--- config.mk ---
export PLATFORM = sky130hd
export DESIGN_NAME = prvp_front
export DESIGN_NICKNAME = d
export VERILOG_FILES = /design/src/hw/rtl/prvp_pkg.sv /design/src/hw/rtl/prvp_front.sv
export SDC_FILE = /design/constraint.sdc
export NUM_CORES = 1
export LEC_CHECK = 0
export ABC_AREA = 1
export BUFFER_PORTS_ARGS = -buffer_cell sky130_fd_sc_hd__buf_2
export CAP_MARGIN = 20
export CORE_ASPECT_RATIO = 0.75
export CORE_MARGIN = 2
export CORE_UTILIZATION = 36
export DETAILED_ROUTE_END_ITERATION = 6
export PLACE_DENSITY = 0.53
export RECOVER_POWER = 100
export SYNTH_ARGS = -nofsm -noshare
export SYNTH_HDL_FRONTEND = slang
export SYNTH_SLANG_ARGS = --single-unit
--- constraint.sdc ---
create_clock -name clk -period 2.5 [get_ports clk]
set_input_delay 0.375 -clock clk [delete_from_list [all_inputs] [get_ports clk]]
set_output_delay 0.375 -clock clk [all_outputs]
set_load 0.01 [all_outputs]
--- src/hw/rtl/prvp_pkg.sv ---
package prvp_pkg;

    localparam int DOTS_PER_LINE_DEF   = 341;
    localparam int LINES_PER_FRAME_DEF = 262;
    localparam int VBLANK_LINE_DEF     = 241;
    localparam int PATTERN_DEPTH_DEF   = 8192;

    localparam int QUEUE_DEPTH  = 4;
    localparam int PAT_ADDR_W   = 13;
    localparam int NT_DEPTH     = 2048;
    localparam int OAM_DEPTH    = 256;
    localparam int PAL_DEPTH    = 32;

    typedef enum logic [1:0] {
        ACT_TICK  = 2'd0,
        ACT_READ  = 2'd1,
        ACT_WRITE = 2'd2,
        ACT_NONE  = 2'd3
    } action_t;

    localparam logic [2:0] REG_CTRL    = 3'd0;
    localparam logic [2:0] REG_MASK    = 3'd1;
    localparam logic [2:0] REG_STATUS  = 3'd2;
    localparam logic [2:0] REG_OAMADDR = 3'd3;
    localparam logic [2:0] REG_OAMDATA = 3'd4;
    localparam logic [2:0] REG_SCROLL  = 3'd5;
    localparam logic [2:0] REG_ADDR    = 3'd6;
    localparam logic [2:0] REG_DATA    = 3'd7;

    typedef enum logic [2:0] {
        SRC_IMM,
        SRC_OAM,
        SRC_PAT,
        SRC_NT,
        SRC_PAL
    } src_t;

    typedef struct packed {
        logic                  oam_we;
        logic                  pat_we;
        logic                  nt_we;
        logic                  pal_we;
        logic [7:0]            spr_addr;
        logic [PAT_ADDR_W-1:0] pat_addr;
        logic [10:0]           nt_addr;
        logic [4:0]            pal_addr;
        logic [7:0]            wdata;
    } mem_req_t;

    typedef struct packed {
        logic       valid;
        src_t       src;
        logic [7:0] imm;
        logic       nmi;
        logic       vblank;
    } res_t;

    typedef struct packed {
        logic [7:0] rdata;
        logic       nmi;
        logic       vblank;
    } out_t;

    typedef struct packed {
        logic [7:0] oam;
        logic [7:0] pat;
        logic [7:0] nt;
        logic [7:0] pal;
    } mem_rd_t;

endpackage

--- src/hw/rtl/prvp_front.sv ---
module prvp_front #(
    parameter int DOTS_PER_LINE   = prvp_pkg::DOTS_PER_LINE_DEF,
    parameter int LINES_PER_FRAME = prvp_pkg::LINES_PER_FRAME_DEF,
    parameter int VBLANK_LINE     = prvp_pkg::VBLANK_LINE_DEF,
    parameter int PATTERN_DEPTH   = prvp_pkg::PATTERN_DEPTH_DEF
) (
    input  logic               clk,
    input  logic               rst_n,
    input  logic               in_valid,
    output logic               in_ready,
    input  logic [1:0]         action,
    input  logic [2:0]         reg_sel,
    input  logic [7:0]         wdata,
    input  logic               cfg_valid,
    input  logic               cfg_mirror,
    input  logic               clear_done,
    input  logic               room,
    output prvp_pkg::mem_req_t mem_req,
    output prvp_pkg::res_t     res
);

    localparam int DOT_W  = $clog2(DOTS_PER_LINE);
    localparam int LINE_W = $clog2(LINES_PER_FRAME);
    localparam logic [15:0] PD1 = 16'(PATTERN_DEPTH);
    localparam logic [15:0] PD2 = 16'(2 * PATTERN_DEPTH);
    localparam logic [15:0] PD4 = 16'(4 * PATTERN_DEPTH);

    logic [14:0]       cur_reg, cur_next;
    logic [14:0]       tmp_reg, tmp_next;
    logic [2:0]        fine_reg, fine_next;
    logic              toggle_reg, toggle_next;
    logic [7:0]        ctrl_reg, ctrl_next;
    logic [7:0]        mask_reg, mask_next;
    logic [7:0]        status_reg, status_next;
    logic [7:0]        ptr_reg, ptr_next;
    logic [7:0]        scroll_reg, scroll_next;
    logic [7:0]        addr_reg, addr_next;
    logic [DOT_W-1:0]  dot_reg, dot_next;
    logic [LINE_W-1:0] line_reg, line_next;
    logic              mirror_reg;
    prvp_pkg::res_t    res_reg, res_next;

    logic              accept;
    logic [13:0]       pa;
    logic [15:0]       pr0, pr1, pr2, pr3;
    logic [4:0]        pal_idx;
    prvp_pkg::src_t    port_src;
    logic [14:0]       step;

    assign in_ready = clear_done && room;
    assign accept   = in_valid && in_ready;
    assign res      = res_reg;

    // port address decode
    always_comb
    begin
        pa  = cur_reg[13:0];
        pr0 = {3'b000, pa[12:0]};
        pr1 = (pr0 >= PD4) ? pr0 - PD4 : pr0;
        pr2 = (pr1 >= PD2) ? pr1 - PD2 : pr1;
        pr3 = (pr2 >= PD1) ? pr2 - PD1 : pr2;
        pal_idx = pa[4:0];
        if (pal_idx[4] && (pal_idx[1:0] == 2'b00))
        begin
            pal_idx[4] = 1'b0;
        end
        if (!pa[13])
        begin
            port_src = prvp_pkg::SRC_PAT;
        end
        else if (pa[13:8] != 6'h3F)
        begin
            port_src = prvp_pkg::SRC_NT;
        end
        else
        begin
            port_src = prvp_pkg::SRC_PAL;
        end
        step = ctrl_reg[2] ? 15'd32 : 15'd1;
    end

    always_comb
    begin
        mem_req          = '0;
        mem_req.spr_addr = ptr_reg;
        mem_req.pat_addr = pr3[prvp_pkg::PAT_ADDR_W-1:0];
        mem_req.nt_addr  = {mirror_reg ? pa[11] : pa[10], pa[9:0]};
        mem_req.pal_addr = pal_idx;
        mem_req.wdata    = wdata;

        cur_next    = cur_reg;
        tmp_next    = tmp_reg;
        fine_next   = fine_reg;
        toggle_next = toggle_reg;
        ctrl_next   = ctrl_reg;
        mask_next   = mask_reg;
        status_next = status_reg;
        ptr_next    = ptr_reg;
        scroll_next = scroll_reg;
        addr_next   = addr_reg;
        dot_next    = dot_reg;
        line_next   = line_reg;

        res_next       = '0;
        res_next.valid = accept;
        res_next.src   = prvp_pkg::SRC_IMM;

        if (accept)
        begin
            case (prvp_pkg::action_t'(action))
                prvp_pkg::ACT_TICK:
                begin
                    if (line_reg == LINE_W'(LINES_PER_FRAME - 1) && dot_reg == DOT_W'(1))
                    begin
                        status_next = status_next & 8'h1F;
                    end
                    if (line_reg == LINE_W'(VBLANK_LINE) && dot_reg == DOT_W'(1))
                    begin
                        status_next[7] = 1'b1;
                        res_next.nmi   = ctrl_reg[7];
                    end
                    if (dot_reg == DOT_W'(DOTS_PER_LINE - 1))
                    begin
                        dot_next = '0;
                        if (line_reg == LINE_W'(LINES_PER_FRAME - 1))
                        begin
                            line_next = '0;
                        end
                        else
                        begin
                            line_next = line_reg + LINE_W'(1);
                        end
                    end
                    else
                    begin
                        dot_next = dot_reg + DOT_W'(1);
                    end
                end
                prvp_pkg::ACT_READ:
                begin
                    unique case (reg_sel)
                        prvp_pkg::REG_CTRL:    res_next.imm = ctrl_reg;
                        prvp_pkg::REG_MASK:    res_next.imm = mask_reg;
                        prvp_pkg::REG_STATUS:
                        begin
                            res_next.imm   = status_reg;
                            status_next[7] = 1'b0;
                            toggle_next    = 1'b0;
                        end
                        prvp_pkg::REG_OAMADDR: res_next.imm = ptr_reg;
                        prvp_pkg::REG_OAMDATA: res_next.src = prvp_pkg::SRC_OAM;
                        prvp_pkg::REG_SCROLL:  res_next.imm = scroll_reg;
                        prvp_pkg::REG_ADDR:    res_next.imm = addr_reg;
                        default:
                        begin
                            res_next.src = port_src;
                            cur_next     = cur_reg + step;
                        end
                    endcase
                end
                prvp_pkg::ACT_WRITE:
                begin
                    unique case (reg_sel)
                        prvp_pkg::REG_CTRL:
                        begin
                            ctrl_next = wdata;
                            tmp_next  = {tmp_reg[14:12], wdata[1:0], tmp_reg[9:0]};
                        end
                        prvp_pkg::REG_MASK:    mask_next = wdata;
                        prvp_pkg::REG_STATUS:  ;
                        prvp_pkg::REG_OAMADDR: ptr_next = wdata;
                        prvp_pkg::REG_OAMDATA:
                        begin
                            mem_req.oam_we = 1'b1;
                            ptr_next       = ptr_reg + 8'd1;
                        end
                        prvp_pkg::REG_SCROLL:
                        begin
                            scroll_next = wdata;
                            toggle_next = !toggle_reg;
                            if (!toggle_reg)
                            begin
                                tmp_next  = {tmp_reg[14:5], wdata[7:3]};
                                fine_next = wdata[2:0];
                            end
                            else
                            begin
                                tmp_next = {wdata[2:0], tmp_reg[11:10], wdata[7:3], tmp_reg[4:0]};
                            end
                        end
                        prvp_pkg::REG_ADDR:
                        begin
                            addr_next   = wdata;
                            toggle_next = !toggle_reg;
                            if (!toggle_reg)
                            begin
                                tmp_next = {1'b0, wdata[5:0], tmp_reg[7:0]};
                            end
                            else
                            begin
                                tmp_next = {tmp_reg[14:8], wdata};
                                cur_next = {tmp_reg[14:8], wdata};
                            end
                        end
                        default:
                        begin
                            mem_req.pat_we = (port_src == prvp_pkg::SRC_PAT);
                            mem_req.nt_we  = (port_src == prvp_pkg::SRC_NT);
                            mem_req.pal_we = (port_src == prvp_pkg::SRC_PAL);
                            cur_next       = cur_reg + step;
                        end
                    endcase
                end
                default: ;
            endcase
        end
        res_next.vblank = status_next[7];
    end

    always_ff @(posedge clk or negedge rst_n)
    begin
        if (!rst_n)
        begin
            cur_reg    <= '0;
            tmp_reg    <= '0;
            fine_reg   <= '0;
            toggle_reg <= 1'b0;
            ctrl_reg   <= '0;
            mask_reg   <= '0;
            status_reg <= '0;
            ptr_reg    <= '0;
            scroll_reg <= '0;
            addr_reg   <= '0;
            dot_reg    <= '0;
            line_reg   <= LINE_W'(LINES_PER_FRAME - 1);
            mirror_reg <= 1'b0;
            res_reg    <= '0;
        end
        else
        begin
            cur_reg    <= cur_next;
            tmp_reg    <= tmp_next;
            fine_reg   <= fine_next;
            toggle_reg <= toggle_next;
            ctrl_reg   <= ctrl_next;
            mask_reg   <= mask_next;
            status_reg <= status_next;
            ptr_reg    <= ptr_next;
            scroll_reg <= scroll_next;
            addr_reg   <= addr_next;
            dot_reg    <= dot_next;
            line_reg   <= line_next;
            res_reg    <= res_next;
            if (cfg_valid)
            begin
                mirror_reg <= cfg_mirror;
            end
        end
    end

    // fine x is kept for the renderer side, which is not part of this block
    logic unused_fine;
    assign unused_fine = ^fine_reg;

endmodule

======== After elaboration in Yosys (flattened, before gate mapping) ========
Index checks and enable logic that the tools add are counted.
storage, ports and cells
  flip-flop bits (word level) ............. 96
  bits of input ports ..................... 20
  output and inout bits ................... 64
  word-level logic and storage cells ...... 108
operators by class
  $add $sub $neg .......................... 4
  equality and inequality tests ........... 24
  muxes and demuxes ....................... 31
  bitwise operators ....................... 2
  reduce and logical (&&, ||, !) cells .... 30
operator list
  kind                                           count
  two-way mux 15 bit                             4
  one-hot mux 15 bit (2 select lines)            2
  one-hot mux 8 bit (6 select lines)             1
  one-hot mux 15 bit (3 select lines)            1
  adder 9 x 1 -> 9 bit, second input constant    2
  == test 9 bit, second input constant           2
  two-way mux 9 bit                              2
  AND reduction 3 bit                            6
  one-hot mux 8 bit (2 select lines)             1
  adder 15 x 6 -> 15 bit                         1
  == test 3 x 2 -> 1 bit, second input constant  4
  == test 3 bit, second input constant           4
  two-way mux 12 bit                             1
  inequality test 2 bit, second input constant   6
  OR reduction 6 bit                             2
  two-way mux 11 bit                             1
  AND reduction 5 bit                            2
  nonzero test 2 bit                             5
  == test 9 x 1 -> 1 bit, second input constant  1
  == test 9 x 8 -> 1 bit, second input constant  1
  two-way mux 3 bit                              3
  adder 8 x 1 -> 8 bit, second input constant    1
  two-way mux 1 bit                              8
  two-way mux 4 bit                              2
  other kinds (19)                               28

======== Depth between registers and ports, before layout ========
  depth after elaboration ................. 7
  mapped depth ............................ 12
  depth with buffers taken out ............ 12

======== Least setup slack after synthesis ========
No wires, ideal clock.
  kind .................................... input port to output port
  from .................................... input port action[0]
  to ...................................... output port mem_req[46] in the netlist's numbering
  arrival time ............................ 1.149 ns
  data required time ...................... 2.125 ns
  setup slack ............................. 0.976 ns
  stages on the path ...................... 6
  buffers on the path ..................... 0
  cell sequence ........................... inv_1 ha_1 nand2_1 inv_1 nand2_1 nor2_1
RTL lines
  what         RTL line          text
  from (decl)  prvp_front.sv:11  input logic [1:0] action,
  to (decl)    prvp_front.sv:18  output prvp_pkg::mem_req_t mem_req,

======== Worst setup path in the final report ========
  from .................................... input port reg_sel[2]
  to ...................................... register cur_reg[6]
between the ends
  word-level cells in the longest chain between the ends .. 4
  elaborated cells on any way between the ends .. 15
  those cells by class .................... 9 x eq/ne; 2 x mux; 4 x reduce/logical
RTL lines
  what                                                                          RTL line                              text
  from (decl)                                                                   prvp_front.sv:12                      input logic [2:0] reg_sel,
  == test 3 bit, or another cell as far along                                   prvp_front.sv:141, prvp_front.sv:163
  OR reduction 6 bit (no source line) or OR reduction 7 bit (tied branches)     --
  one-hot mux 15 bit (2 select lines) or inequality test 2 bit (tied branches)  --
  one-hot mux 15 bit (2 select lines) or AND reduction 5 bit (tied branches)    --
  to (signal assigned)                                                          prvp_front.sv:241                     cur_reg <= cur_next;
  to (decl)                                                                     prvp_front.sv:28                      logic [14:0] cur_reg, cur_next;
Several ways; a longest one is shown, not always the timed one.
A chain may end at the register's enable or synchronous reset.

==> impl_metrics.tcl <==
set metrics [dict create \
    clk_pin_slew_ns 0.07 \
    cpPeakStageDelay_ns 0.43 \
    insertedDiodeCount 0 \
    regArea_um2 2356 \
    yosys.area_share.simple_pct 26.95 \
    power_frac_clock_pct 34.2 \
    rows 38 \
    critPathCaptureType "register" \
    sw_frac_of_total_pct 31.48 \
    cts-buffers-inserted 9 \
    clock_skew_ns 0.009302 \
    tritoncts "built" \
    nFillCells 1548 \
    r2r_setup_slack_ns 0.63 \
    dieArea_um2 15680 \
    hold_path_class "input pin to asynchronous set/reset pin" \
    comb_power_share_pct 17.3 \
    cts_resized 0 \
    vias_per_cell 4.820 \
    synthAdderAreaFrac_pct 2.840 \
    critPathRequiredTime_ns 2.73 \
    place_congestion 0.9187 \
    startpoint_type "input pin" \
    final_nets 786 \
    dp.cells 943 \
    firstDrtPassIters 5 \
    setup-tns-final_ns 0 \
    multiInputGateArea_um2 2311 \
    synth_compound_area_share_pct 12.21 \
    yosysSeqAreaShare_pct 44.56 \
    ys_warn_count 0 \
    cap_violations 0 \
    fin_crit_sh_pct 86.49 \
    cts_root_buffer "clkbuf_16" \
    antenna_left 0 \
    cp.arrival_ns 2.40 \
    synth_mux_area_share_pct 0.4023 \
    crit_path_max_fanout 19 \
    syn_nets 735 \
    hold_violations 0 \
    final_common_cell "nand2_1" \
    setup_viol 0 \
    grt_use_total_pct 19.04 \
    netlist_area_um2 5288 \
    die_w_um 143.9 \
    fmax_ghz 0.4625 \
    rsz0062_at_grt "no" \
    clock_latency_ns 0.35 \
    io_buffers 83 \
    grt_pass1_wl_um 22520 \
    hold_buffers 0 \
    drc 0 \
    internal_power_mw 2.616 \
    synth_xor_area_share_pct 1.656 \
    drtIter0Drc 335 \
    grt_overflow 0 \
    p_total_mw 3.818 \
    p_switching_mw 1.202 \
    dp_hpwl_um 10460 \
    final_cell_mix "nand2_1, dfrtp_1, clkbuf_1, o21ai_0, nor2_1" \
    status "complete, no violations" \
    grt_pass1_vias 4307 \
    start_util_pct 36.70 \
    boundaryPins 84 \
    wl_per_cell_um 14.54 \
    drive_gt1_share_pct 5.929 \
    drv_slew 0 \
    fin_crit_ns 2.162 \
    peakVddDrop_uv 295.3 \
    worstSetupPathType "input pin to register" \
    path_common_cell "nand2_1" \
    postCtsSetupRepairBufs 0 \
    timing.hold.ws_ns 0.1974 \
    synth_seq_cells 94 \
    p_per_area_nw_per_um2 655.5 \
    syn_area_per_cell_um2 7.521 \
    synth_top_family_by_area "simple AND/OR/NAND/NOR gates" \
    p_leak_nw 2.671 \
    critPathSlowestCell "clkbuf_1" \
    clock_path_buffers 2 \
    cts.sinks 94 \
    grt_max_degree 42 \
    wl_um 13950 \
    worst_pin_slew_ns 1.118 \
    ys_types 35 \
    htreeDepth 3 \
    core-area_um2 14410 \
    fp.dieH_um 109.0 \
    instances_no_fill 959 \
    worstPathCellList "clkbuf_1 -> nand2_1 -> nor2_2 -> clkbuf_1 -> nand2_1 -> clkbuf_2 -> inv_1 -> nand2_1 -> nand3_1 -> o21ai_1" \
    vias 4622 \
    antenna_found_initial 0 \
    slew_headroom_pct 24.67 \
    pwr-share-seq_pct 48.6 \
    area_growth_pct 10.15 \
    synth_cells 703 \
]
## power by group through the flow
| stage | clock network [mW] | registers [mW] | logic [mW] |
|---|---|---|---|
| 3_3_place_gp | 0 | 1.87 | 0.699 |
| 2_1_floorplan | 0 | 1.85 | 0.545 |
| 6_report | 1.30 | 1.85 | 0.659 |
| 5_1_grt | 1.41 | 1.89 | 0.761 |
| 4_1_cts | 1.34 | 1.85 | 0.713 |
| 3_5_place_dp | 0 | 1.88 | 0.708 |
## path summary, 6_finish.rpt
kind / start / to / cells past startpoint
worst max-delay path: reg_sel[2] / cur_reg[6] / 10
worst min-delay path: rst_n / line_reg[6] / 1
worst max register to register: ctrl_reg[2] / cur_reg[12] / 12
worst min register to register: scroll_reg[7] / scroll_reg[7] / 2
max in group asynchronous: rst_n / cur_reg[7] / 2
min in group clk: cfg_mirror / mirror_reg / 2
## cells in the mapped netlist
library cell / count / area (um2)
a21oi_1: 29 / 145.1
a21oi_2: 1 / 8.760
a31oi_1: 2 / 12.51
a41oi_1: 7 / 61.31
and3_1: 1 / 6.260
buf_2: 7 / 35.03
buf_4: 36 / 270.3
buf_6: 2 / 22.52
clkbuf_1: 6 / 22.52
clkinv_1: 1 / 3.750
dfrtp_1: 91 / 2277
dfstp_2: 3 / 78.83
ha_1: 12 / 150.1
inv_1: 63 / 236.5
inv_2: 3 / 11.26
mux2_2: 1 / 11.26
mux2i_1: 1 / 10.01
nand2_1: 212 / 795.8
nand2_2: 2 / 12.51
nand3_1: 43 / 215.2
nand3_2: 2 / 20.02
nand3b_1: 2 / 15.01
nand4_1: 5 / 31.28
nor2_1: 66 / 247.7
nor2_2: 4 / 25.02
nor3_1: 7 / 35.03
nor3b_1: 2 / 15.01
o211ai_1: 1 / 7.510
o21a_1: 1 / 7.510
o21ai_0: 58 / 290.3
o21ai_1: 16 / 80.08
o21bai_1: 1 / 7.510
o22ai_1: 4 / 25.02
or2_2: 1 / 6.260
xor2_1: 10 / 87.58
## area by class of cell
cell class                 instances  share of cell area, %
sequential                        94                  40.45
multi-input combinational        491                  39.68
timing repair buffer              91                  6.509
inverter                          67                  4.318
tap                              200                  4.296
clock buffer                      11                  4.168
clock inverter                     5                 0.5800
## per-layer routing
metal	up-vias	GRT usage (%)	part of all wire [%]
li1	2328	-	-
met4	0	3.922	0.79
met3	7	4.699	4.8
met1	2187	28.39	53
met5	-	0	0
met2	100	28.03	42
## critical path: cells and delay by family
family | cells | cell delay (ns)
buf+inv | 4 | 1.30
simple gates | 5 | 0.65
compound gates | 1 | 0.07
## kinds of logic (layout without fill, tap and decap cells)
group	Yosys count	in the layout
buf+inv	118	174
compound gates	120	120
mux	2	2
flops	94	94
xor+xnor	10	10
simple gates	347	347
fa+ha+maj	12	12
## through the flow
step                      util [%]  worst slack (ns)  area, um2
after floorplan                  -            0.9762       5288
after global placement       39.41            0.5370       5678
after detailed placement     39.41            0.5098       5678
after CTS                    41.33            0.3957       5954
after global routing         40.43            0.1687       5824
final                        40.43            0.3377       5824
No activity file was read; power rests on OpenSTA's default activity.
