[src/hw/rtl/prvp_pkg.sv]
package prvp_pkg;

    localparam int DOTS_PER_LINE_DEF   = 341;
    localparam int LINES_PER_FRAME_DEF = 262;
    localparam int VBLANK_LINE_DEF     = 241;
    localparam int PATTERN_DEPTH_DEF   = 8192;

    localparam int QUEUE_DEPTH  = 4;
    localparam int PAT_ADDR_W   = 13;
    localparam int NT_DEPTH     = 2048;
    localparam int OAM_DEPTH    = 256;
    localparam int PAL_DEPTH    = 32;

    typedef enum logic [1:0] {
        ACT_TICK  = 2'd0,
        ACT_READ  = 2'd1,
        ACT_WRITE = 2'd2,
        ACT_NONE  = 2'd3
    } action_t;

    localparam logic [2:0] REG_CTRL    = 3'd0;
    localparam logic [2:0] REG_MASK    = 3'd1;
    localparam logic [2:0] REG_STATUS  = 3'd2;
    localparam logic [2:0] REG_OAMADDR = 3'd3;
    localparam logic [2:0] REG_OAMDATA = 3'd4;
    localparam logic [2:0] REG_SCROLL  = 3'd5;
    localparam logic [2:0] REG_ADDR    = 3'd6;
    localparam logic [2:0] REG_DATA    = 3'd7;

    typedef enum logic [2:0] {
        SRC_IMM,
        SRC_OAM,
        SRC_PAT,
        SRC_NT,
        SRC_PAL
    } src_t;

    typedef struct packed {
        logic                  oam_we;
        logic                  pat_we;
        logic                  nt_we;
        logic                  pal_we;
        logic [7:0]            spr_addr;
        logic [PAT_ADDR_W-1:0] pat_addr;
        logic [10:0]           nt_addr;
        logic [4:0]            pal_addr;
        logic [7:0]            wdata;
    } mem_req_t;

    typedef struct packed {
        logic       valid;
        src_t       src;
        logic [7:0] imm;
        logic       nmi;
        logic       vblank;
    } res_t;

    typedef struct packed {
        logic [7:0] rdata;
        logic       nmi;
        logic       vblank;
    } out_t;

    typedef struct packed {
        logic [7:0] oam;
        logic [7:0] pat;
        logic [7:0] nt;
        logic [7:0] pal;
    } mem_rd_t;

endpackage

[src/hw/rtl/prvp_queue.sv]
module prvp_queue (
    input  logic              clk,
    input  logic              rst_n,
    input  prvp_pkg::res_t    res,
    input  prvp_pkg::mem_rd_t mem_rd,
    output logic              room,
    output logic              out_valid,
    input  logic              out_ready,
    output prvp_pkg::out_t    out_item,
    output logic [2:0]        level
);

    localparam int PTR_W = $clog2(prvp_pkg::QUEUE_DEPTH);
    localparam int CNT_W = PTR_W + 1;

    prvp_pkg::out_t   q_reg [prvp_pkg::QUEUE_DEPTH];
    logic [PTR_W-1:0] wr_ptr_reg, rd_ptr_reg;
    logic [CNT_W-1:0] cnt_reg;
    prvp_pkg::out_t   push_item;
    logic             push, pop;

    // merge the memory read that the front issued in the previous cycle
    always_comb
    begin
        push_item.nmi    = res.nmi;
        push_item.vblank = res.vblank;
        case (res.src)
            prvp_pkg::SRC_OAM: push_item.rdata = mem_rd.oam;
            prvp_pkg::SRC_PAT: push_item.rdata = mem_rd.pat;
            prvp_pkg::SRC_NT:  push_item.rdata = mem_rd.nt;
            prvp_pkg::SRC_PAL: push_item.rdata = mem_rd.pal;
            default:           push_item.rdata = res.imm;
        endcase
    end

    assign push      = res.valid;
    assign out_valid = (cnt_reg != '0);
    assign pop       = out_valid && out_ready;
    assign out_item  = q_reg[rd_ptr_reg];
    assign room      = (cnt_reg + CNT_W'(res.valid)) < CNT_W'(prvp_pkg::QUEUE_DEPTH);
    assign level     = 3'(cnt_reg);

    always_ff @(posedge clk)
    begin
        if (push)
        begin
            q_reg[wr_ptr_reg] <= push_item;
        end
    end

    always_ff @(posedge clk or negedge rst_n)
    begin
        if (!rst_n)
        begin
            wr_ptr_reg <= '0;
            rd_ptr_reg <= '0;
            cnt_reg    <= '0;
        end
        else
        begin
            if (push)
            begin
                wr_ptr_reg <= wr_ptr_reg + PTR_W'(1);
            end
            if (pop)
            begin
                rd_ptr_reg <= rd_ptr_reg + PTR_W'(1);
            end
            cnt_reg <= cnt_reg + CNT_W'(push) - CNT_W'(pop);
        end
    end

endmodule

[config.mk]
export PLATFORM = sky130hd
export DESIGN_NAME = prvp_queue
export DESIGN_NICKNAME = d
export VERILOG_FILES = /design/src/hw/rtl/prvp_pkg.sv /design/src/hw/rtl/prvp_queue.sv
export SDC_FILE = /design/constraint.sdc
export NUM_CORES = 1
export LEC_CHECK = 0
export BUFFER_PORTS_ARGS = -buffer_cell sky130_fd_sc_hd__buf_4
export CAP_MARGIN = 10
export CORE_MARGIN = 2
export CORE_UTILIZATION = 55
export CTS_CLUSTER_DIAMETER = 120
export CTS_CLUSTER_SIZE = 16
export DETAILED_ROUTE_END_ITERATION = 8
export PLACE_DENSITY_LB_ADDON = 0.15
export SLEW_MARGIN = 40
export SYNTH_ARGS = -nofsm -noshare
export SYNTH_HDL_FRONTEND = slang
export SYNTH_SLANG_ARGS = --single-unit
[constraint.sdc]
create_clock -name clk -period 4 [get_ports clk]
set_input_delay 0.2 -clock clk [delete_from_list [all_inputs] [get_ports clk]]
set_output_delay 0.2 -clock clk [all_outputs]
set_load 0.02 [all_outputs]
## Yosys cells after proc, flatten, opt, wreduce, memory -nomap -nowiden

Memories as Yosys holds them, arrays and structs flattened.
Cells that the tools add are included.

- Reductions and logical operators: 2
- Eq/ne operators: 4
- Add/subtract/negate cells: 4
- Multiplexer cells: 3
- Order comparisons: 1

Operators by type and width:

| cell | count |
|---|---|
| $pmux 8 s4 | 1 |
| $eq 3x2->1 const B | 2 |
| $add 2x1->2 const B | 2 |
| $add 3x1->3 | 1 |
| $eq 3x1->1 const B | 1 |
| $eq 3x3->1 const B | 1 |
| $lt 3x3->1 const B | 1 |
| $reduce_bool 3->1 | 1 |
| $sub 3x1->3 | 1 |
| $mux 1 | 2 |
| $logic_and 1x1->1 | 1 |

- Bits in writable memories: 40
- Output and inout port bits: 15
- Logic and storage cells: 18
- Memories: 1
- Bits in registers: 7

Memory list:

| memory | depth | bits a word | read ports | clocked after memory_dff | wr ports | RTL line | source |
|---|---|---|---|---|---|---|---|
| q_reg | 4 | 10 | 1 | 0 | 1 | prvp_queue.sv:16 | `prvp_pkg::out_t q_reg [prvp_pkg::QUEUE_DEPTH];` |

## Logic depth before layout (Yosys ltp)

Gate-level depths: netlist of the first run.

- Word-level depth: 3
- Mapped depth: 5
- Gate-level depth less buffers: 5

## Least setup slack after synthesis of the first run

OpenSTA, ideal clock, no wires.

- Kind: reg2reg
- Start point: register cnt_reg[0], in the netlist level[0]
- End point: register cnt_reg[2], in the netlist level[2]
- Setup time: 0.083 ns
- Period minus slack after synthesis: 1.550 ns
- Required time: 3.917 ns
- Path slack: 2.450 ns
- Arrival time: 1.468 ns
- Stages on the path, launching flop included: 5
- Path through: dfrtp_1 ha_1 ha_1 xnor2_1 xnor2_1

- Word-level cells in the longest chain between the ends: 3

RTL lines:

| what | RTL line | source |
|---|---|---|
| start: declaration | prvp_queue.sv:18 | `logic [CNT_W-1:0] cnt_reg;` |
| start signal: assignment | prvp_queue.sv:69 | `cnt_reg <= cnt_reg + CNT_W'(push) - CNT_W'(pop);` |
| branches (longest 2 deep; another with $add 3x1->3) | - |  |
| $sub 3x1->3 (*) | prvp_queue.sv:69 |  |

Mark *: on every way between the ends.
A chain may end at the register's enable or synchronous reset.

==> results of run 1 <==
[how the worst max path moves through the flow]
stage | from | end | slack, ns | depth (start not counted)
2_1_floorplan | level[0]$_DFF_PN0_ | level[2]$_DFF_PN0_ | 2.45 | 4
3_3_place_gp | rd_ptr_reg[0]$_DFFE_PN0P_ | out_item[2] | 2.23 | 2
3_5_place_dp | rd_ptr_reg[0]$_DFFE_PN0P_ | out_item[6] | 2.23 | 2
4_1_cts | rd_ptr_reg[0]$_DFFE_PN0P_ | out_item[6] | 1.91 | 2
5_1_grt | rd_ptr_reg[0]$_DFFE_PN0P_ | out_item[0] | 1.80 | 2
6_report | rd_ptr_reg[0]$_DFFE_PN0P_ | out_item[6] | 1.95 | 2
[layout by cell type, fill, tap and decap left out]
cell	instances
buf_4	63
edfxtp_1	40
nand3b_1	16
mux4_2	10
a21oi_1	8
nand3_1	8
a2bb2oi_1	8
o22a_1	8
ha_1	8
dfrtp_1	7
inv_1	6
clkbuf_8	6
xnor2_1	4
and2_1	4
xor2_1	2
nand2_1	2
or3b_1	1
o21ba_2	1
nor2_1	1
or3_1	1
o31a_1	1
o21ai_0	1
clkinv_2	1
clkbuf_1	1
dlygate4sd3_1	1
[stage by stage]
step / hold slack (ns) / worst slack [ns]
finish: 0.1097 / 1.954
global route: 0.1010 / 1.802
CTS: 0.1041 / 1.907
detailed placement: 0.01711 / 2.233
global placement: 0.01393 / 2.231
floorplan: -0.09559 / 2.450
[cell usage after synthesis, drive strengths merged]
library cell,number
o21ba,1
and2,4
a21oi,8
buf,6
o22a,8
clkbuf,5
o31a,1
or3b,1
xor2,2
inv,6
o21ai,1
nand2,2
ha,8
or3,1
mux4,10
edfxtp,40
nand3,8
dfrtp,7
nand3b,16
xnor2,4
a2bb2oi,8
nor2,1
[worst register-to-register path: stages (launching register included)]
cell and delay, ns:
dfrtp_1 0.44, inv_1 0.10, ha_1 0.15, and2_1 0.46
[repair_timing]
item,4_1_cts,5_1_grt
endpoints found under the hold margin,7,0
hold buffers,1,0
resized for setup,0,0
[report_power, final]
part / total (mW) / leakage, nW / switching, mW / internal [mW]
clock network: 0.283 / 0.0482 / 0.143 / 0.139
registers: 0.768 / 0.449 / 0.103 / 0.665
logic: 0.653 / 0.607 / 0.325 / 0.328
total: 1.70 / 1.10 / 0.571 / 1.13
[cells by family after synthesis]
| group | Yosys count | synth area share [%] |
|---|---|---|
| xor+xnor | 6 | 2.326 |
| fa+ha+maj | 8 | 4.430 |
| compound gates | 27 | 9.026 |
| buf+inv | 17 | 3.986 |
| mux | 10 | 9.967 |
| simple gates | 33 | 9.358 |
| flops | 47 | 60.91 |
[cell type report]
class / count / area share [%]
Clock inverter: 1 / 0.1769
Sequential cell: 47 / 48.65
Clock buffer: 7 / 3.052
Inverter: 6 / 0.7961
Timing Repair Buffer: 64 / 17.07
Multi-Input combinational cell: 84 / 28.04
Tap cell: 50 / 2.211
[layer usage]
layer	vias up	share of wire, %	global-route usage, %
met5	-	0	0
met4	0	1.2	7.500
met3	6	6.7	4.770
met2	60	53	38.96
met1	719	39	27.69
li1	692	-	-
==> impl_summary.txt, run 1 <==
----------------------------------------------------
[Power]
  Leakage component of the power ... between 1 and 1.5 nW
  Pwr/cell area ... about 600 nW/um^2
  Post-route total power ... roughly 1.7 mW
  Peak supply drop ... between 0.0002 and 0.00025 V

[Finish]
  Share of final-layout standard cells stronger than drive strength 1 ... between 30 and 40%
  Final Non-Filler Cells ... between 200 and 300
  Total of fill cells in the finished design ... ~280
  Area taken by flip-flops and latches ... 1376 sq um
  Area overhead of the layout relative to synthesis ... 25.19%
  Diodes inserted ... 0
  Final net count ... between 200 and 300
  Multi-input gate area in the final layout ... approximately 790 sq um
  Flip-flop count of the largest register, all copies and words added ... 40
  Final design instance area without fill ... 2829 sq um
  Share of the core filled with cells in the final layout ... a little under three quarters

[Drt]
  WL final ... 4570 microns
  Mean routed wirelength per cell ... approximately 18 microns
  Overall via count from detail_route ... roughly 1,500
  DRC marker count from the first detailed-route iteration ... between 100 and 150
  Ratio of routed vias to standard cells ... roughly 5.7
  Antenna-violating nets left ... 0
  Residual DRC ... 0
  First-pass iteration count of the detailed router ... 4

[Timing]
  Rel. slew slack ... between 50% and 60%
  Post-layout min period ... approximately 2.0 ns
  Worst slew pin tran ... 0.7008 ns
  Fraction of the cycle the final worst path needs ... ~51%
  Final-report max-slew violation count ... 0
  Hold violation total from the final report ... 0
  Max Fclk ... between 0.4 and 0.5 GHz
  RSZ-0062 raised after global routing ... no
  Sum of negative setup slack ... 0 ns
  Final setup violation count ... 0
  Clock skew after layout ... ~0.0069 ns

[Placed design]
  Final weighted congestion in routability-driven placement ... 0.7049
  Number of port buffers ... 63
  Placed cell count ... 250
  Cell area after placement ... between 2000 and 3000 sq um
  Detailed-placement wirelength estimate ... 3485 microns

[Setup path]
  Ordered list of cells on the worst path ... mux4_2 -> buf_4
  Buffers & Inverters on Critical Path ... 1
  Arrival time worst endpoint ... 1.85 ns
  Slowest stage delay, CP ... 0.78 ns
  Critical Path Slowest Stage Cell ... dfrtp_1
  Maximum net fanout on the critical path ... 12
  Reg2Reg Depth ... 3
  Launching point of the worst reg2reg path ... wr_ptr_reg[0]$_DFFE_PN0P_
  Critical setup path kind ... flip-flop to output pin
  Required arrival time at the worst endpoint ... around 3.8 ns
  Endpoint of the most critical register-to-register path ... q_reg[0][6]$_DFFE_PP_
  Cell type group with the largest total delay on the critical path ... flip-flops
  Kind of capture point of the worst setup path ... output pin
  FF-to-FF setup slack ... ~2.5 ns
  Worst Setup Start Kind ... flip-flop

[Synthesis]
  Synthesized instance count ... approximately 150
  Average instance area after synthesis ... roughly 15 sq um
  Total standard cell area after synthesis ... between 2000 and 2500 sq um
  Portion of the post-synthesis area used by sequential elements ... between 60% and 70%
  Synthesis-stage register bit count ... 47
  Post-synthesis cell type count ... 23
  Area leader, netlist ... edfxtp_1
  Dominant cells by area after synthesis ... edfxtp_1 (53%), mux4_2 (10%), dfrtp_1 (7.8%)
  Yosys warning total ... 0
  Share of the synthesized area in the top cell type ... a little over half
  Number of nets produced by synthesis ... just over 200

[Floorplan]
  Number of placement rows ... 23
  Overall die width ... 68.10 microns
  Die Span Y ... approximately 70 microns
  Core box area ... 3971 sq um
  Die Area ... 4637 sq um
  Initial standard-cell utilization of the core ... between 50% and 60%
  Top-level port count ... 64

[Clock tree]
  Clock latency reported for the late side of the worst-skew pair ... 0.29 ns
  Clock-pin slew of the registers on the worst-case setup and hold paths ... approximately 0.080 ns
  Clock tree from TritonCTS ... built
  Post-CTS Repair Setup Buffers ... 0
  CTS root buf ... clkbuf_8
  Sink Count ... 47
  Level count of the clock H-tree ... 2
  CTS buffer count ... 5
  Deepest clock path buffer count ... 2

[Global route]
  First-pass GRT wire length ... ~7400 microns
  Via count of the first global-routing pass ... around 1,600
  Maximum number of pins on one net before global-route repair ... 28
  Overflow after GRT ... 0
  Number of antenna violations at the first check in global routing ... 0
  Overall fraction of global-route tracks in use ... approximately 22%

[Worst hold path]
  End point of the worst hold path ... q_reg[2][0]$_DFFE_PP_
  Startpoint of the worst hold path ... res[0]
  Min-Delay Path Class ... input port to flip-flop
  Min-Delay Path Depth ... 1

[Run status]
  Status ... complete, no violations

[Run]
  Total of max-cap violations ... 0

----------------------------------------------------
Power figures use the tool's default switching activity.
==> run 2: changes to the inputs <==
--- a/config.mk
+++ b/config.mk
@@ -5,10 +5,11 @@
 export SDC_FILE = /design/constraint.sdc
 export NUM_CORES = 1
 export LEC_CHECK = 0
+export ABC_AREA = 1
 export BUFFER_PORTS_ARGS = -buffer_cell sky130_fd_sc_hd__buf_4
 export CAP_MARGIN = 10
 export CORE_MARGIN = 2
-export CORE_UTILIZATION = 55
+export CORE_UTILIZATION = 52
 export CTS_CLUSTER_DIAMETER = 120
 export CTS_CLUSTER_SIZE = 16
 export DETAILED_ROUTE_END_ITERATION = 8
==> constraint.sdc (replaced) <==
create_clock -name clk -period 1.95 [get_ports clk]
set_input_delay 0.0975 -clock clk [delete_from_list [all_inputs] [get_ports clk]]
set_output_delay 0.0975 -clock clk [all_outputs]
set_load 0.02 [all_outputs]
==> impl_summary.txt, run 2 <==
----------------------------------------------------
[Floorplan]
  Core box area ... 4384 sq um (was 3971 sq um)
  Initial standard-cell utilization of the core ... 54.65% (was 56.90%)
  Overall die width ... 71.88 microns (was 68.10 microns)
  Number of placement rows ... 24 (was 23)
  Die Area ... 5167 sq um (was 4637 sq um)
  Top-level port count ... 64 (unchanged)
  Die Span Y ... 71.88 microns (was 68.10 microns)

[Placed design]
  Final weighted congestion in routability-driven placement ... 0.7983 (was 0.7049)
  Cell area after placement ... 2839 sq um (was 2728 sq um)
  Placed cell count ... 330 (was 250)
  Number of port buffers ... 63 (unchanged)
  Detailed-placement wirelength estimate ... 3534 microns (was 3485 microns)
  Placement Setup Slack ... 0.5128 ns (was 2.233 ns)

[Finish]
  Total of fill cells in the finished design ... 358 (was 278)
  Final Non-Filler Cells ... 341 (was 259)
  Multi-input gate area in the final layout ... 857.1 sq um (was 793.3 sq um)
  Area overhead of the layout relative to synthesis ... 24.23% (was 25.19%)
  Area taken by flip-flops and latches ... 1376 sq um (unchanged)
  Final net count ... 345 (was 265)
  Share of final-layout standard cells stronger than drive strength 1 ... 29.07% (was 38.76%)
  Flip-flop count of the largest register, all copies and words added ... 40 (unchanged)
  Leading cell type in the layout, fill and taps excluded ... buf_4 (unchanged)
  Final design instance area without fill ... 2977 sq um (was 2829 sq um)
  Share of the core filled with cells in the final layout ... 67.89% (was 71.24%)
  Commonest cells after routing, fill and taps aside ... buf_4 (64), edfxtp_1 (40), nor2_1 (29) (was buf_4 (63), edfxtp_1 (40), nand3b_1 (16))
  Diodes inserted ... 0 (unchanged)

[Setup path]
  Required arrival time at the worst endpoint ... 1.85 ns (was 3.80 ns)
  Kind of capture point of the worst setup path ... output pin (unchanged)
  Worst Setup Start Kind ... flip-flop (unchanged)
  Critical setup path kind ... flip-flop to output pin (unchanged)
  Maximum net fanout on the critical path ... 13 (was 12)
  Arrival time worst endpoint ... 1.66 ns (was 1.85 ns)

[Timing]
  Sum of negative setup slack ... 0 ns (unchanged)
  Post-layout min period ... approximately 1.8 ns
  Worst Slack Setup Final ... 0.1886 ns (was 1.954 ns)
  RSZ-0062 raised after global routing ... no (unchanged)
  Worst slew pin tran ... 0.4658 ns (was 0.7008 ns)
  Hold violation total from the final report ... 0 (unchanged)
  Fraction of the cycle the final worst path needs ... between 90% and 100%
  WHS ... 0.02801 ns (was 0.1097 ns)
  Final setup violation count ... 0 (unchanged)
  Max Fclk ... 0.5677 GHz
  Rel. slew slack ... 68.91% (was 52.94%)
  Final-report max-slew violation count ... 0 (unchanged)
  Clock skew after layout ... 0.009994 ns (was 0.006888 ns)

[Synthesis]
  Portion of the post-synthesis area used by sequential elements ... 57.44% (was 60.91%)
  Area leader, netlist ... edfxtp_1 (unchanged)
  Main flop type after synthesis ... edfxtp_1 (unchanged)
  Total standard cell area after synthesis ... 2396 sq um (was 2260 sq um)
  Synthesized instance count ... 226 (was 148)
  Number of flops mapped to enable cells by yosys ... 40 (unchanged)
  Post-synthesis cell type count ... 22 (was 23)
  Commonest cells in the netlist ... edfxtp_1 (40), nor2_1 (29), nand2_1 (27) (was edfxtp_1 (40), nand3b_1 (16), mux4_2 (10))
  Post-synth ARST share ... 14.89% (unchanged)
  Number of nets produced by synthesis ... 283 (was 205)
  Share of the synthesized area in the top cell type ... 50.13% (was 53.16%)
  Yosys warning total ... 0 (unchanged)
  Most numerous cell in the Yosys netlist ... edfxtp_1 (unchanged)
  Dominant cells by area after synthesis ... edfxtp_1 (50%), dfrtp_1 (7.3%), nand4_1 (6.3%) (was edfxtp_1 (53%), mux4_2 (10%), dfrtp_1 (7.8%))
  Average instance area after synthesis ... 10.60 sq um (was 15.27 sq um)
  Synthesis-stage register bit count ... 47 (unchanged)

[Drt]
  DRC marker count from the first detailed-route iteration ... 136 (was 102)
  First-pass iteration count of the detailed router ... 4 (unchanged)
  Residual DRC ... 0 (unchanged)
  Ratio of routed vias to standard cells ... 5.457 (was 5.703)
  WL final ... 4846 microns (was 4570 microns)
  Mean routed wirelength per cell ... 14.21 microns (was 17.64 microns)
  Overall via count from detail_route ... 1,861 (was 1,477)
  Antenna-violating nets left ... 0 (unchanged)

[Worst hold path]
  Min-Delay Path Class ... input port to flip-flop (unchanged)

[Clock tree]
  Number of cells upsized or downsized after cts ... 0 (unchanged)
  Level count of the clock H-tree ... 2 (unchanged)
  CTS buffer count ... 5 (unchanged)
  Clock tree from TritonCTS ... built (unchanged)
  Clock latency reported for the late side of the worst-skew pair ... 0.30 ns (was 0.29 ns)
  Sink Count ... 47 (unchanged)
  CTS root buf ... clkbuf_8 (unchanged)
  Clock-pin slew of the registers on the worst-case setup and hold paths ... 0.08 ns (about the same)
  Deepest clock path buffer count ... 2 (unchanged)

[Global route]
  Overflow after GRT ... 0 (unchanged)
  Maximum number of pins on one net before global-route repair ... 22 (was 28)
  Overall fraction of global-route tracks in use ... 19.15% (was 22.36%)
  Number of antenna violations at the first check in global routing ... 0 (unchanged)
  Via count of the first global-routing pass ... 1,721 (was 1,576)
  First-pass GRT wire length ... 7527 microns (was 7355 microns)

[Run status]
  Status ... complete, no violations (unchanged)

[Run]
  Total of max-cap violations ... 0 (unchanged)

[Power]
  Leakage component of the power ... 1.323 nW (was 1.104 nW)
  Peak supply drop ... 0.0006067 V (was 0.0002381 V)
  Pwr/cell area ... 1260 nW/um^2 (was 602.3 nW/um^2)
  Post-route total power ... 3.750 mW (was 1.704 mW)

----------------------------------------------------
-- run 2: what timing repair did --
action                                 in CTS  in global routing
hold buffers                                2                  1
endpoints found under the hold margin      11                  4
setup buffers                               0                  0
-- run 2: power by group --
group	internal, mW	switching (mW)	leakage, nW
Clock	0.375	0.310	0.0556
Combinational	0.619	0.932	0.816
Sequential	1.36	0.149	0.452
Total	2.36	1.39	1.32
-- run 2: final cells by class --
class	instances	share of cell area (%)
clock inverter	3	1.303
multi-input combinational	151	28.79
clock buffer	5	2.312
timing repair buffer	67	17.15
tap	52	2.186
inverter	16	2.018
sequential	47	46.24
-- run 2: path summary, 6_finish.rpt --
path / from / endpoint / slack (ns) / cells after the start
min reg2reg: wr_ptr_reg[0]$_DFFE_PN0P_ / wr_ptr_reg[0]$_DFFE_PN0P_ / 0.53 / 1
max reg2reg: level[0]$_DFF_PN0_ / level[2]$_DFF_PN0_ / 0.48 / 7
max in group asynchronous: rst_n / rd_ptr_reg[0]$_DFFE_PN0P_ / 1.70 / 2
min in group asynchronous: rst_n / level[2]$_DFF_PN0_ / 0.13 / 2
min: res[13] / wr_ptr_reg[0]$_DFFE_PN0P_ / 0.03 / 2
max: rd_ptr_reg[1]$_DFFE_PN0P_ / out_item[8] / 0.19 / 4
-- run 2: routing by layer --
| metal | vias up | part of all wire (%) | global-route usage [%] |
|---|---|---|---|
| met1 | 846 | 42 | 23.88 |
| met4 | 0 | 1.7 | 6.918 |
| li1 | 930 | - | - |
| met3 | 7 | 7.6 | 5.063 |
| met5 | - | 0 | 0 |
| met2 | 78 | 49 | 32.20 |
-- run 2: critical path, stage by stage, from the launching register on --
cell and delay [ns]:
dfrtp_1 0.53, inv_1 0.34, o21ai_1 0.13, o22ai_1 0.18
buf_4 0.18
-- run 2: cells by family (layout without fill, tap and decap cells) --
group                      Yosys count  in the layout  synth area share [%]
AOI/OAI and AO/OA                   32             32                 7.206
xor gates and xnor gates             5              5                 1.828
adders and majority gates            8              8                 4.178
buffers and inverters               28             91                 6.788
DFF                                 47             47                 57.44
and+or+nand+nor                    106            106                 22.56
==> run 3: changes to the inputs <==
--- a/config.mk
+++ b/config.mk
@@ -8,8 +8,10 @@
 export ABC_AREA = 1
 export BUFFER_PORTS_ARGS = -buffer_cell sky130_fd_sc_hd__buf_4
 export CAP_MARGIN = 10
+export CELL_PAD_IN_SITES_DETAIL_PLACEMENT = 0
+export CELL_PAD_IN_SITES_GLOBAL_PLACEMENT = 1
 export CORE_MARGIN = 2
-export CORE_UTILIZATION = 52
+export CORE_UTILIZATION = 40
 export CTS_CLUSTER_DIAMETER = 120
 export CTS_CLUSTER_SIZE = 16
 export DETAILED_ROUTE_END_ITERATION = 8
==> impl_summary.txt, run 3 (same netlist as run 2, synthesis figures left out) <==
----------------------------------------------------
[Run status]
  Status ... complete, no violations (unchanged)

[Placed design]
  Detailed-placement wirelength estimate ... 3632 microns (was 3534 microns)
  Final weighted congestion in routability-driven placement ... 0.7611 (was 0.7983)
  Placement Setup Slack ... 0.5267 ns (was 0.5128 ns)
  Placed cell count ... 354 (was 330)
  Number of port buffers ... 63 (unchanged)

[Finish]
  Multi-input gate area in the final layout ... 857.1 sq um (unchanged)
  Area overhead of the layout relative to synthesis ... 24.75% (was 24.23%)
  Share of final-layout standard cells stronger than drive strength 1 ... 29.66% (was 29.07%)
  Diodes inserted ... 0 (unchanged)
  Final net count ... 346 (was 345)
  Commonest cells after routing, fill and taps aside ... buf_4 (65), edfxtp_1 (40), nor2_1 (29) (was buf_4 (64), edfxtp_1 (40), nor2_1 (29))
  Final Non-Filler Cells ... 365 (was 341)
  Flip-flop count of the largest register, all copies and words added ... 40 (unchanged)
  Share of the core filled with cells in the final layout ... 51.09% (was 67.89%)
  Leading cell type in the layout, fill and taps excluded ... buf_4 (unchanged)
  Area taken by flip-flops and latches ... 1376 sq um (unchanged)
  Total of fill cells in the finished design ... 554 (was 358)

[Timing]
  Fraction of the cycle the final worst path needs ... 84.41% (was 90.33%)
  RSZ-0062 raised after global routing ... no (unchanged)
  Post-layout min period ... 1.646 ns (was 1.761 ns)
  Rel. slew slack ... 66.88% (was 68.91%)
  Worst Slack Setup Final ... 0.3040 ns (was 0.1886 ns)
  Final setup violation count ... 0 (unchanged)
  Clock skew after layout ... 0.003403 ns (was 0.009994 ns)
  Hold violation total from the final report ... 0 (unchanged)
  Sum of negative setup slack ... 0 ns (unchanged)
  Worst slew pin tran ... 0.4963 ns (was 0.4658 ns)
  Max Fclk ... 0.6075 GHz (was 0.5677 GHz)
  Final-report max-slew violation count ... 0 (unchanged)

[Global route]
  Maximum number of pins on one net before global-route repair ... 22 (unchanged)
  First-pass GRT wire length ... 7741 microns (was 7527 microns)
  Overall fraction of global-route tracks in use ... 15.83% (was 19.15%)
  Number of antenna violations at the first check in global routing ... 0 (unchanged)
  Via count of the first global-routing pass ... 1,702 (was 1,721)
  Overflow after GRT ... 0 (unchanged)

[Setup path]
  Slowest stage delay, CP ... 0.47 ns (was 0.53 ns)
  Critical Path Slowest Stage Cell ... dfrtp_1 (unchanged)
  Arrival time worst endpoint ... 1.55 ns (was 1.66 ns)
  Critical setup path kind ... flip-flop to output pin (unchanged)
  Maximum net fanout on the critical path ... 10 (was 13)
  Kind of capture point of the worst setup path ... output pin (unchanged)
  Required arrival time at the worst endpoint ... 1.85 ns (about the same)
  Worst Setup Start Kind ... flip-flop (unchanged)
  Ordered list of cells on the worst path ... inv_1 -> o21ai_1 -> o22ai_1 -> buf_4 (unchanged)

[Power]
  Combinational cell fraction of total power ... 44.3% (was 41.4%)
  Switching Power ... 1.384 mW (was 1.391 mW)
  Register share of total power ... 40.7% (was 40.4%)
  Internal cell power ... 2.240 mW (was 2.359 mW)
  Leakage component of the power ... 1.320 nW (was 1.323 nW)
  Portion of total power attributed to the clock network ... 15.0% (was 18.3%)
  Post-route total power ... 3.624 mW (was 3.750 mW)
  Peak supply drop ... 0.0005290 V (was 0.0006067 V)
  Pwr/cell area ... 1212 nW/um^2 (was 1260 nW/um^2)
  Sw Ratio ... 38.20% (was 37.10%)

[Floorplan]
  Die Span Y ... 81.40 microns (was 71.88 microns)
  Die Area ... 6625 sq um (was 5167 sq um)
  Core box area ... 5851 sq um (was 4384 sq um)
  Initial standard-cell utilization of the core ... 40.95% (was 54.65%)
  Overall die width ... 81.40 microns (was 71.88 microns)
  Number of placement rows ... 28 (was 24)
  Top-level port count ... 64 (unchanged)

[Drt]
  DRC marker count from the first detailed-route iteration ... 50 (was 136)
  Overall via count from detail_route ... 1,794 (was 1,861)
  WL final ... 4983 microns (was 4846 microns)
  First-pass iteration count of the detailed router ... 4 (unchanged)
  Residual DRC ... 0 (unchanged)
  Ratio of routed vias to standard cells ... 4.915 (was 5.457)
  Antenna-violating nets left ... 0 (unchanged)
  Mean routed wirelength per cell ... 13.65 microns (was 14.21 microns)

[Run]
  Total of max-cap violations ... 0 (unchanged)

[Clock tree]
  Post-CTS Repair Setup Buffers ... 0 (unchanged)
  Deepest clock path buffer count ... 2 (unchanged)
  Clock latency reported for the late side of the worst-skew pair ... 0.29 ns (was 0.30 ns)
  Clock tree from TritonCTS ... built (unchanged)
  Level count of the clock H-tree ... 2 (unchanged)
  CTS buffer count ... 5 (unchanged)
  Clock-pin slew of the registers on the worst-case setup and hold paths ... 0.08 ns (about the same)
  Sink Count ... 47 (unchanged)
  CTS root buf ... clkbuf_8 (unchanged)

[Worst hold path]
  Min-Delay Path Class ... input port to flip-flop (unchanged)

----------------------------------------------------
[run 3: cell count changes in the layout (fill, tap and decap cells not counted)]
cell	delta
clkinv_2	+2
bufinv_16	-1
clkinv_1	-1
buf_4	+1
[run 3: metal layers]
layer / GRT usage (%) / share of wire [%] / vias to the layer above
met5: 0 / 0 / -
met4: 5.085 / 0.96 / 0
met3: 4.333 / 6.2 / 5
met2: 26.72 / 48 / 59
met1: 19.65 / 45 / 799
li1: - / - / 931
[run 3: area by class of cell]
type,instances,share of cell area [%]
Inverter,16,2.009
Timing Repair Buffer,68,17.33
Clock buffer,5,2.302
Sequential cell,47,46.04
Multi-Input combinational cell,151,28.67
Tap cell,75,3.139
Clock inverter,3,0.5023
[run 3: timing repair]
item / 4_1_cts / 5_1_grt
hold buffers: 3 / 0
gates resized for setup: 0 / 0
endpoints found under the hold margin: 15 / 0
[run 3: path summary, 6_finish.rpt]
check	cells after the start	startpoint	endpoint	slack, ns
min in group asynchronous	2	rst_n	rd_ptr_reg[0]$_DFFE_PN0P_	0.15
max in group asynchronous	2	rst_n	wr_ptr_reg[0]$_DFFE_PN0P_	1.68
min reg2reg	1	wr_ptr_reg[0]$_DFFE_PN0P_	wr_ptr_reg[0]$_DFFE_PN0P_	0.55
min	2	res[13]	wr_ptr_reg[0]$_DFFE_PN0P_	0.04
max reg2reg	7	level[0]$_DFF_PN0_	level[2]$_DFF_PN0_	0.54
max	4	rd_ptr_reg[1]$_DFFE_PN0P_	out_item[4]	0.30
[run 3: metrics by stage]
step	area, sq um	hold WS, ns
detailed placement	2875	-0.08208
floorplan	2396	-0.1981
global placement	2875	-0.08187
CTS	2989	0.04067
finish	2989	0.04300
global route	2989	0.05042
[run 3: critical path: cells and delay by family, from the launching register on]
kind                   cells  cell delay (ns)
AOI/OAI and AO/OA          2             0.29
buffers and inverters      2             0.49
DFF                        1             0.47
[run 3: power by group through the flow]
stage	registers, mW	logic [mW]	clock network [mW]
after floorplan	1.51	1.02	0
after global placement	1.49	1.61	0
after detailed placement	1.50	1.62	0
after CTS	1.48	1.63	0.559
after global routing	1.51	1.78	0.593
final	1.47	1.61	0.545
